==> src/hw/rtl/obl_pkg.sv <==
// ----------------------------------------------------------------------------
// Ordered byte list engine package
// Item types, request and status codes, cell commands and control states
// shared by the list cells and the top level.
// ----------------------------------------------------------------------------
package obl_pkg;

  localparam int unsigned REQ_W     = 3;
  localparam int unsigned BYTE_W    = 8;
  localparam int unsigned POS_W     = 4;
  localparam int unsigned STATUS_W  = 3;
  localparam int unsigned OUT_CNT_W = 5;

  // Request codes carried in req_type
  typedef enum logic [REQ_W-1:0] {
    REQ_PUSH_FRONT = 3'd0,
    REQ_PUSH_BACK  = 3'd1,
    REQ_INSERT     = 3'd2,
    REQ_POP_FRONT  = 3'd3,
    REQ_POP_BACK   = 3'd4,
    REQ_DELETE     = 3'd5,
    REQ_READ       = 3'd6
  } req_code_t;

  // Status codes returned with every result item
  typedef enum logic [STATUS_W-1:0] {
    STS_OK        = 3'd0,
    STS_FULL      = 3'd1,
    STS_EMPTY     = 3'd2,
    STS_NOT_FOUND = 3'd3,
    STS_RANGE     = 3'd4
  } status_code_t;

  // Operation broadcast to every cell of the chain
  typedef enum logic [2:0] {
    CELL_HOLD,
    CELL_PUSH_FRONT,
    CELL_PUSH_BACK,
    CELL_POP_FRONT,
    CELL_INSERT,
    CELL_DELETE,
    CELL_SCAN_START,
    CELL_SCAN_STEP
  } cell_op_t;

  // Control states of the top level
  typedef enum logic {
    FSM_IDLE,
    FSM_SCAN
  } fsm_state_t;

  typedef struct packed {
    logic [REQ_W-1:0]  req_type;
    logic [BYTE_W-1:0] key;
    logic [BYTE_W-1:0] value;
    logic [POS_W-1:0]  position;
  } req_item_t;

  typedef struct packed {
    logic [STATUS_W-1:0]  status;
    logic [OUT_CNT_W-1:0] entry_count;
    logic [BYTE_W-1:0]    data_out;
  } rsp_item_t;

  typedef struct packed {
    cell_op_t          op;
    logic [BYTE_W-1:0] data;
    logic [BYTE_W-1:0] key;
  } cell_cmd_t;

endpackage

==> src/hw/rtl/obl_cell.sv <==
// ----------------------------------------------------------------------------
// Ordered byte list cell
// Holds one list entry and one step of the key search token; shifts its
// byte to or from its neighbors as the broadcast command directs.
// ----------------------------------------------------------------------------
module obl_cell #(
  parameter int unsigned DEPTH = 16,
  parameter int unsigned IDX   = 0,
  localparam int unsigned CW   = $clog2(DEPTH + 1),
  localparam int unsigned IW   = $clog2(DEPTH)
) (
  input  logic                        clk,
  input  logic                        rst_n,
  input  obl_pkg::cell_cmd_t          cmd,
  input  logic [CW-1:0]               count,
  input  logic [IW-1:0]               sel,
  input  logic [obl_pkg::BYTE_W-1:0]  prev_val,
  input  logic [obl_pkg::BYTE_W-1:0]  next_val,
  input  logic                        prev_tok,
  output logic [obl_pkg::BYTE_W-1:0]  val_o,
  output logic                        tok_o,
  output logic                        live_o,
  output logic                        stop_o,
  output logic [obl_pkg::BYTE_W-1:0]  rd_o
);
  import obl_pkg::*;

  logic [BYTE_W-1:0] val_r, val_nxt;
  logic              tok_r, tok_nxt;
  logic              pass_r, pass_nxt;
  logic              occupied;

  // Entry is part of the list when its place is below the count
  assign occupied = CW'(IDX) < count;

  assign val_o  = val_r;
  assign tok_o  = tok_r;
  assign live_o = tok_r & occupied;
  assign stop_o = tok_r & occupied & (val_r == cmd.key);
  assign rd_o   = (sel == IW'(IDX)) ? val_r : '0;

  // Shift the entry for pushes, pop front, inserts and deletes
  always_comb begin
    val_nxt = val_r;
    case (cmd.op)
      CELL_PUSH_FRONT: val_nxt = (IDX == 0) ? cmd.data : prev_val;
      CELL_PUSH_BACK:  val_nxt = (count == CW'(IDX)) ? cmd.data : val_r;
      CELL_POP_FRONT:  val_nxt = next_val;
      CELL_INSERT: begin
        if (prev_tok) begin
          val_nxt = cmd.data;
        end else if (!pass_r && !tok_r) begin
          val_nxt = prev_val;
        end
      end
      CELL_DELETE: begin
        if (!pass_r) begin
          val_nxt = next_val;
        end
      end
      default: val_nxt = val_r;
    endcase
  end

  // Advance the search token one cell per cycle, marking cells it leaves
  always_comb begin
    tok_nxt  = tok_r;
    pass_nxt = pass_r;
    case (cmd.op)
      CELL_SCAN_START: begin
        tok_nxt  = (IDX == 0);
        pass_nxt = 1'b0;
      end
      CELL_SCAN_STEP: begin
        tok_nxt  = prev_tok;
        pass_nxt = pass_r | tok_r;
      end
      default: begin
        tok_nxt  = tok_r;
        pass_nxt = pass_r;
      end
    endcase
  end

  always_ff @(posedge clk) begin
    val_r <= val_nxt;
  end

  always_ff @(posedge clk) begin
    if (!rst_n) begin
      tok_r  <= 1'b0;
      pass_r <= 1'b0;
    end else begin
      tok_r  <= tok_nxt;
      pass_r <= pass_nxt;
    end
  end

endmodule

==> src/hw/rtl/ordered_byte_list_engine.sv <==
// ----------------------------------------------------------------------------
// Ordered byte list engine
// Ordered list of up to DEPTH bytes kept in a chain of cells, front at cell 0.
// ----------------------------------------------------------------------------
// Usage: send one request per item on in_valid/in_ready (push front, push
// back, insert after key, pop front, pop back, delete key, read position).
// Each item returns exactly one result item on out_valid/out_ready with a
// status, the entry count after the request and the byte popped or read.
// Pushes, pops and reads finish in the cycle they are accepted; the result
// is registered and appears the next cycle, so these run one item per cycle
// while the receiver takes each result. Insert (list not full) and delete
// (list not empty) walk a search token down the cell chain one cell per
// cycle; on a match or at the end of the list the result is loaded and the
// block returns to idle; no new item is taken during the walk.
// Reset empties the list and clears the output valid flag; stored bytes are
// not cleared. A new item is accepted while a result waits in the output
// register only if that register empties in the same cycle; while the
// receiver stalls the result holds and no further item is taken.
// ----------------------------------------------------------------------------
module ordered_byte_list_engine #(
  parameter int unsigned DEPTH = 16
) (
  input  logic               clk,
  input  logic               rst_n,
  input  logic               in_valid,
  output logic               in_ready,
  input  obl_pkg::req_item_t in_data,
  output logic               out_valid,
  input  logic               out_ready,
  output obl_pkg::rsp_item_t out_data
);
  import obl_pkg::*;

  localparam int unsigned CW   = $clog2(DEPTH + 1);
  localparam int unsigned IW   = $clog2(DEPTH);
  localparam int unsigned CMPW = (CW > POS_W) ? CW : POS_W;

  fsm_state_t        state_r, state_nxt;
  logic [CW-1:0]     count_r, count_nxt;
  logic              ins_r;
  logic [BYTE_W-1:0] key_r;
  logic [BYTE_W-1:0] value_r;
  logic              out_valid_r;
  rsp_item_t         out_data_r;

  cell_cmd_t         cmd;
  rsp_item_t         rsp_nxt;
  logic              load_out;
  logic              out_free;
  logic              accept;
  logic              full;
  logic              empty;
  logic              found;
  logic              missing;
  logic              start_scan;
  logic [IW-1:0]     sel;
  logic [BYTE_W-1:0] rd_data;

  logic [BYTE_W-1:0] val_w [DEPTH];
  logic [BYTE_W-1:0] rd_w  [DEPTH];
  logic [DEPTH-1:0]  tok_w;
  logic [DEPTH-1:0]  live_w;
  logic [DEPTH-1:0]  stop_w;

  // Cell chain
  for (genvar i = 0; i < DEPTH; i++) begin : g_cell
    logic [BYTE_W-1:0] prev_val;
    logic [BYTE_W-1:0] next_val;
    logic              prev_tok;

    if (i == 0) begin : g_head
      assign prev_val = '0;
      assign prev_tok = 1'b0;
    end else begin : g_body
      assign prev_val = val_w[i-1];
      assign prev_tok = tok_w[i-1];
    end

    if (i == DEPTH - 1) begin : g_tail
      assign next_val = val_w[i];
    end else begin : g_link
      assign next_val = val_w[i+1];
    end

    obl_cell #(
      .DEPTH (DEPTH),
      .IDX   (i)
    ) u_cell (
      .clk      (clk),
      .rst_n    (rst_n),
      .cmd      (cmd),
      .count    (count_r),
      .sel      (sel),
      .prev_val (prev_val),
      .next_val (next_val),
      .prev_tok (prev_tok),
      .val_o    (val_w[i]),
      .tok_o    (tok_w[i]),
      .live_o   (live_w[i]),
      .stop_o   (stop_w[i]),
      .rd_o     (rd_w[i])
    );
  end

  // Gather the selected byte from the chain
  always_comb begin
    rd_data = '0;
    for (int i = 0; i < DEPTH; i++) begin
      rd_data = rd_data | rd_w[i];
    end
  end

  assign full     = (count_r == CW'(DEPTH));
  assign empty    = (count_r == '0);
  assign found    = |stop_w;
  assign missing  = ~|live_w;
  assign out_free = !out_valid_r || out_ready;
  assign in_ready = (state_r == FSM_IDLE) && out_free;
  assign accept   = in_valid && in_ready;

  assign start_scan = ((in_data.req_type == REQ_INSERT) && !full) ||
                      ((in_data.req_type == REQ_DELETE) && !empty);

  // Pick the cell to read: front, back or requested position
  always_comb begin
    case (in_data.req_type)
      REQ_POP_FRONT: sel = '0;
      REQ_POP_BACK:  sel = IW'(count_r - 1'b1);
      default:       sel = IW'(in_data.position);
    endcase
  end

  // Next state
  always_comb begin
    state_nxt = state_r;
    case (state_r)
      FSM_IDLE: begin
        if (accept && start_scan) begin
          state_nxt = FSM_SCAN;
        end
      end
      FSM_SCAN: begin
        if (found || missing) begin
          state_nxt = FSM_IDLE;
        end
      end
      default: state_nxt = FSM_IDLE;
    endcase
  end

  // Cell command, count update and result
  always_comb begin
    cmd.op           = CELL_HOLD;
    cmd.data         = in_data.value;
    cmd.key          = key_r;
    count_nxt        = count_r;
    load_out         = 1'b0;
    rsp_nxt.status   = STS_OK;
    rsp_nxt.data_out = '0;
    case (state_r)
      FSM_IDLE: begin
        if (accept) begin
          case (in_data.req_type)
            REQ_PUSH_FRONT, REQ_PUSH_BACK: begin
              load_out = 1'b1;
              if (full) begin
                rsp_nxt.status = STS_FULL;
              end else begin
                cmd.op    = (in_data.req_type == REQ_PUSH_FRONT) ?
                            CELL_PUSH_FRONT : CELL_PUSH_BACK;
                count_nxt = count_r + 1'b1;
              end
            end
            REQ_INSERT: begin
              if (full) begin
                load_out       = 1'b1;
                rsp_nxt.status = STS_FULL;
              end else begin
                cmd.op = CELL_SCAN_START;
              end
            end
            REQ_POP_FRONT, REQ_POP_BACK: begin
              load_out = 1'b1;
              if (empty) begin
                rsp_nxt.status = STS_EMPTY;
              end else begin
                if (in_data.req_type == REQ_POP_FRONT) begin
                  cmd.op = CELL_POP_FRONT;
                end
                rsp_nxt.data_out = rd_data;
                count_nxt        = count_r - 1'b1;
              end
            end
            REQ_DELETE: begin
              if (empty) begin
                load_out       = 1'b1;
                rsp_nxt.status = STS_EMPTY;
              end else begin
                cmd.op = CELL_SCAN_START;
              end
            end
            REQ_READ: begin
              load_out = 1'b1;
              if (empty) begin
                rsp_nxt.status = STS_EMPTY;
              end else if (CMPW'(in_data.position) >= CMPW'(count_r)) begin
                rsp_nxt.status = STS_RANGE;
              end else begin
                rsp_nxt.data_out = rd_data;
              end
            end
            default: load_out = 1'b1;
          endcase
        end
      end
      FSM_SCAN: begin
        cmd.data = value_r;
        if (found) begin
          load_out = 1'b1;
          if (ins_r) begin
            cmd.op    = CELL_INSERT;
            count_nxt = count_r + 1'b1;
          end else begin
            cmd.op    = CELL_DELETE;
            count_nxt = count_r - 1'b1;
          end
        end else if (missing) begin
          load_out       = 1'b1;
          rsp_nxt.status = STS_NOT_FOUND;
        end else begin
          cmd.op = CELL_SCAN_STEP;
        end
      end
      default: cmd.op = CELL_HOLD;
    endcase
    rsp_nxt.entry_count = OUT_CNT_W'(count_nxt);
  end

  // Hold the search request while the token walks, and register the result
  always_ff @(posedge clk) begin
    if (accept) begin
      ins_r   <= (in_data.req_type == REQ_INSERT);
      key_r   <= in_data.key;
      value_r <= in_data.value;
    end
    if (load_out) begin
      out_data_r <= rsp_nxt;
    end
  end

  always_ff @(posedge clk) begin
    if (!rst_n) begin
      state_r     <= FSM_IDLE;
      count_r     <= '0;
      out_valid_r <= 1'b0;
    end else begin
      state_r <= state_nxt;
      count_r <= count_nxt;
      if (load_out) begin
        out_valid_r <= 1'b1;
      end else if (out_ready) begin
        out_valid_r <= 1'b0;
      end
    end
  end

  assign out_valid = out_valid_r;
  assign out_data  = out_data_r;

endmodule

==> config.mk <==
export PLATFORM = sky130hd
export DESIGN_NAME = ordered_byte_list_engine
export DESIGN_NICKNAME = d
export VERILOG_FILES = /design/src/hw/rtl/obl_pkg.sv /design/src/hw/rtl/obl_cell.sv /design/src/hw/rtl/ordered_byte_list_engine.sv
export SDC_FILE = /design/constraint.sdc
export NUM_CORES = 1
export LEC_CHECK = 0
export ABC_CLOCK_PERIOD_IN_PS = 3800
export BUFFER_PORTS_ARGS = -buffer_cell sky130_fd_sc_hd__buf_2
export CELL_PAD_IN_SITES_DETAIL_PLACEMENT = 1
export CELL_PAD_IN_SITES_GLOBAL_PLACEMENT = 1
export CORE_MARGIN = 8
export CORE_UTILIZATION = 45
export CTS_BUF_LIST = sky130_fd_sc_hd__clkbuf_4
export CTS_CLUSTER_DIAMETER = 50
export DETAILED_ROUTE_END_ITERATION = 7
export PLACE_DENSITY_LB_ADDON = 0.1
export SLEW_MARGIN = 15
export SYNTH_ARGS = -nofsm -noshare
export SYNTH_HDL_FRONTEND = slang
export SYNTH_SLANG_ARGS = --single-unit
==> constraint.sdc <==
create_clock -name clk -period 3.8 [get_ports clk]
set_input_delay 0.38 -clock clk [delete_from_list [all_inputs] [get_ports clk]]
set_output_delay 0.38 -clock clk [all_outputs]
set_load 0.01 [all_outputs]
==> flow_summary.json <==
{
  "place.port_buffers": 44,
  "cell_area_after_synthesis_um2": 13700,
  "rsz0062_at_grt": "false",
  "cts.sink_count": 200,
  "power.ir.vdd_worst_v": 0.000193,
  "clock_skew_ns": 0.0384,
  "commonest_cells_after_routing_fill_and_taps_aside": "sky130_fd_sc_hd__nand2_1, sky130_fd_sc_hd__edfxtp_1, sky130_fd_sc_hd__buf_4",
  "synth_top_flop_cell": "sky130_fd_sc_hd__edfxtp_1",
  "critical_path.startpoint_type": "flop",
  "max_slew.worst_pin.slew_ns": 1.01,
  "period_share_pct": 98.4,
  "core-area_um2": 30300,
  "total_switching_power_mw": 1.63,
  "synthDominantAreaCellType": "sky130_fd_sc_hd__edfxtp_1",
  "post_synth.cell_area_avg_um2": 8.72,
  "cts-htree-levels": 4,
  "cp.required_ns": 4.11,
  "hold_removal_path_class": "input port to flop",
  "kind_of_end_point_of_the_critical_path": "flop",
  "seq_area_frac_synth_pct": 41.0,
  "grt_pass1_vias": 13800,
  "layout-drive-gt1-share_pct": 15.1,
  "grt_usage_pct": 32.7,
  "synth_enable_flop_cells": 161,
  "met1_length_um": 25900,
  "met2RoutedLength_um": 25800,
  "met3WireLength_um": 5860,
  "vias": 14000,
  "postSynthNetCount": 1608,
  "finalSetupViolCount": 0,
  "clkSlewWorstSetupHoldPaths_ns": 0.17,
  "synth_cell_type_count": 74,
  "clkLatencyLatePin_ns": 0.69,
  "most_common_cell_after_layout_fill_and_taps_aside": "sky130_fd_sc_hd__nand2_1",
  "postLayoutSetupSlackWorst_ns": 0.0606,
  "cts_buffer_depth": 2,
  "post-layout-total-power_mw": 4.95,
  "placed_wire_length_estimate_after_detailed_placement_um": 44000,
  "antenna_found_initial": 3,
  "synth.top_cells.by_area": "sky130_fd_sc_hd__edfxtp_1, sky130_fd_sc_hd__nand2_1, sky130_fd_sc_hd__xnor2_1, sky130_fd_sc_hd__dfxtp_1, sky130_fd_sc_hd__o211ai_1",
  "design.die.area_um2": 36300,
  "clock_tree.root_cell": "sky130_fd_sc_hd__clkbuf_4",
  "synth_seq_cells": 200,
  "synth_cells": 1572,
  "timing_max_transition_violations_final": 0,
  "drt-vias-per-instance": 6.78,
  "synth_top_area_share_pct": 35.3,
  "drc_errors": 0,
  "grt_max_degree": 56,
  "number_of_buffers_added_by_the_clock_tree_synthesis_step": 17,
  "regArea_um2": 5620,
  "internal_power_mw": 3.31,
  "maxCapViolations": 0,
  "wirelength_um": 59900,
  "nNetsFinal": 1685,
  "ys_async_rst_share_pct": 0,
  "fill_cells": 3497,
  "top_level_ports": 45,
  "pre_cts_ws_ns": -0.231,
  "cts_tree": "yes",
  "core.rowCount": 64,
  "die-width_um": 190,
  "worstPathArrival_ns": 4.05,
  "yosysWarningCount": 0,
  "drt.antenna.violating_nets": 0,
  "highest_metal_layer_used_by_the_detailed_router": "met5",
  "p_comb_share_pct": 20.5,
  "combined_area_of_the_multi_input_logic_cells_um2": 7400,
  "die_h_um": 190,
  "synthesis_to_layout_area_growth_pct": 13.6,
  "start_util_pct": 45.3,
  "post_drt_wl_per_cell_um": 29.0,
  "routabilityCongestion": 1.05,
  "ff2ff_setup_slack_ns": 0.06,
  "worstPathMaxFanout": 8,
  "maximum_achievable_frequency_mhz": 267,
  "critical_setup_path_class": "flop to flop",
  "p_sw_share_pct": 33.0,
  "grt_first_pass_wirelength_um": 89200,
  "maxSlewHeadroom_pct": 32.9,
  "run_status": "completed",
  "p_per_area_nw_per_um2": 318,
  "dr.first_iter.drc_count": 1730,
  "globalRoute.totalOverflow": 0,
  "number_of_iterations_in_the_first_detailed_routing_pass": 5,
  "p_leak_nw": 4.83,
  "period_needed_ns": 3.74,
  "final-hold-violation-count": 0,
  "sequentialPowerShare_pct": 53.9,
  "p_clk_share_pct": 25.6
}
[power groups by stage]
stage          registers, mW  logic, mW  clock network (mW)
6_report                2.67       1.01                1.27
5_1_grt                 2.67       1.08                1.34
4_1_cts                 2.66      0.986                1.28
3_5_place_dp            2.70      0.968                   0
3_3_place_gp            2.70      0.946                   0
2_1_floorplan           2.63      0.592                   0
[metal layers]
metal / global-route usage (%) / vias to the layer above
met2: 48.1 / 791
met1: 45.9 / 7036
met4: 12.1 / 2
met5: 0 / -
met3: 7.83 / 157
li1: - / 5996
[worst paths after layout]
kind                                 from                         to  cells past startpoint
setup / recovery                 key_r[1]  g_cell[5].u_cell.val_o[6]                      9
hold / removal                  out_ready                  out_valid                      3
setup reg to reg                 key_r[1]  g_cell[5].u_cell.val_o[6]                      9
hold reg to reg   g_cell[4].u_cell.pass_r    g_cell[4].u_cell.pass_r                      2
[repair_timing]
item	4_1_cts	5_1_grt
pin swaps	0	1
hold buffers	16	0
endpoints found under the setup margin	210	172
endpoints found under the hold margin	16	0
setup buffers	0	4
gates resized for setup	4	8
cloned	0	1
[registers in the layout, indices dropped and copies added (netlist names)]
signal                cells
count_r                   5
state_r                   1
key_r                     8
out_valid                 1
g_cell.u_cell.tok_o      16
value_r                   8
g_cell.u_cell.pass_r     16
ins_r                     1
out_data                 16
g_cell.u_cell.val_o     128
[final cells by class]
type	instances	share of cell area, %
flip-flops and latches	200	36.1
multi-input cells	1191	47.6
clock buffers	20	0.965
inverters	38	0.916
well taps	396	3.18
repair buffers	201	10.3
diodes	3	0.0482
clock inverters	12	0.924
[metrics by stage]
step | setup TNS (ns) | cells | hold WS (ns) | util [%] | cell area (µm²)
after global placement | -16.28 | 2005 | 0.435 | 49.6 | 15000
after global routing | 0 | 2060 | 0.00448 | 51.4 | 15600
final | 0 | 2061 | 0.0335 | 51.4 | 15600
after detailed placement | -24.00 | 2005 | 0.438 | 49.6 | 15000
after CTS | 0 | 2053 | 0.00655 | 51.2 | 15500
after floorplan | 0 | 1572 | 0.425 | - | 13700
[synth_stat cells, types with 5 or more instances]
| cell | number |
|---|---|
| sky130_fd_sc_hd__buf_2 | 38 |
| sky130_fd_sc_hd__a211oi_1 | 15 |
| sky130_fd_sc_hd__a221oi_1 | 24 |
| sky130_fd_sc_hd__buf_1 | 6 |
| sky130_fd_sc_hd__a22o_1 | 24 |
| sky130_fd_sc_hd__and4_1 | 6 |
| sky130_fd_sc_hd__a21oi_1 | 56 |
| sky130_fd_sc_hd__buf_4 | 9 |
| sky130_fd_sc_hd__clkbuf_1 | 91 |
| sky130_fd_sc_hd__a21o_1 | 7 |
| sky130_fd_sc_hd__nand2_1 | 279 |
| sky130_fd_sc_hd__and2_1 | 8 |
| sky130_fd_sc_hd__xnor2_1 | 101 |
| sky130_fd_sc_hd__nor3_1 | 21 |
| sky130_fd_sc_hd__ha_1 | 9 |
| sky130_fd_sc_hd__and3_1 | 15 |
| sky130_fd_sc_hd__a221o_1 | 15 |
| sky130_fd_sc_hd__o22ai_1 | 20 |
| sky130_fd_sc_hd__o21ai_1 | 13 |
| sky130_fd_sc_hd__inv_1 | 38 |
| sky130_fd_sc_hd__nor2_1 | 123 |
| sky130_fd_sc_hd__xor2_1 | 32 |
| sky130_fd_sc_hd__o21ai_0 | 39 |
| sky130_fd_sc_hd__a21boi_0 | 5 |
| sky130_fd_sc_hd__dfxtp_1 | 39 |
| sky130_fd_sc_hd__edfxtp_1 | 161 |
| sky130_fd_sc_hd__o31ai_1 | 8 |
| sky130_fd_sc_hd__o211ai_1 | 100 |
| sky130_fd_sc_hd__nand3_1 | 11 |
| sky130_fd_sc_hd__or3_1 | 8 |
| sky130_fd_sc_hd__nor4_1 | 14 |
| sky130_fd_sc_hd__nand2b_1 | 6 |
| sky130_fd_sc_hd__nand4_1 | 26 |
| sky130_fd_sc_hd__mux2i_1 | 12 |
| sky130_fd_sc_hd__a31oi_1 | 113 |
| sky130_fd_sc_hd__a22oi_1 | 16 |
| sky130_fd_sc_hd__mux2_1 | 6 |
[logic make-up (layout without fill, tap and decap cells)]
family / count (synthesis) / after routing / synth area share (%)
buffers and inverters: 182 / 271 / 5.58
AO/OA/AOI/OAI: 488 / 489 / 25.0
other: 0 / 3 / 0
flip-flops: 200 / 200 / 41.0
adder cells (fa/ha/maj): 9 / 9 / 0.822
multiplexers: 19 / 19 / 1.45
AND/OR/NAND/NOR: 541 / 541 / 17.6
XOR/XNOR: 133 / 133 / 8.50
[critical path: stages (launching register included)]
cell and delay, ns:
sky130_fd_sc_hd__edfxtp_1 0.63, sky130_fd_sc_hd__buf_4 0.27, sky130_fd_sc_hd__xnor2_1 0.17, sky130_fd_sc_hd__nand3_1 0.21, sky130_fd_sc_hd__nor3_1 0.11, sky130_fd_sc_hd__or4_1 0.56, sky130_fd_sc_hd__o41ai_4 0.44, sky130_fd_sc_hd__buf_4 0.22
sky130_fd_sc_hd__a211oi_1 0.05, sky130_fd_sc_hd__nor2_1 0.70
(Power assumes the default switching activity.)
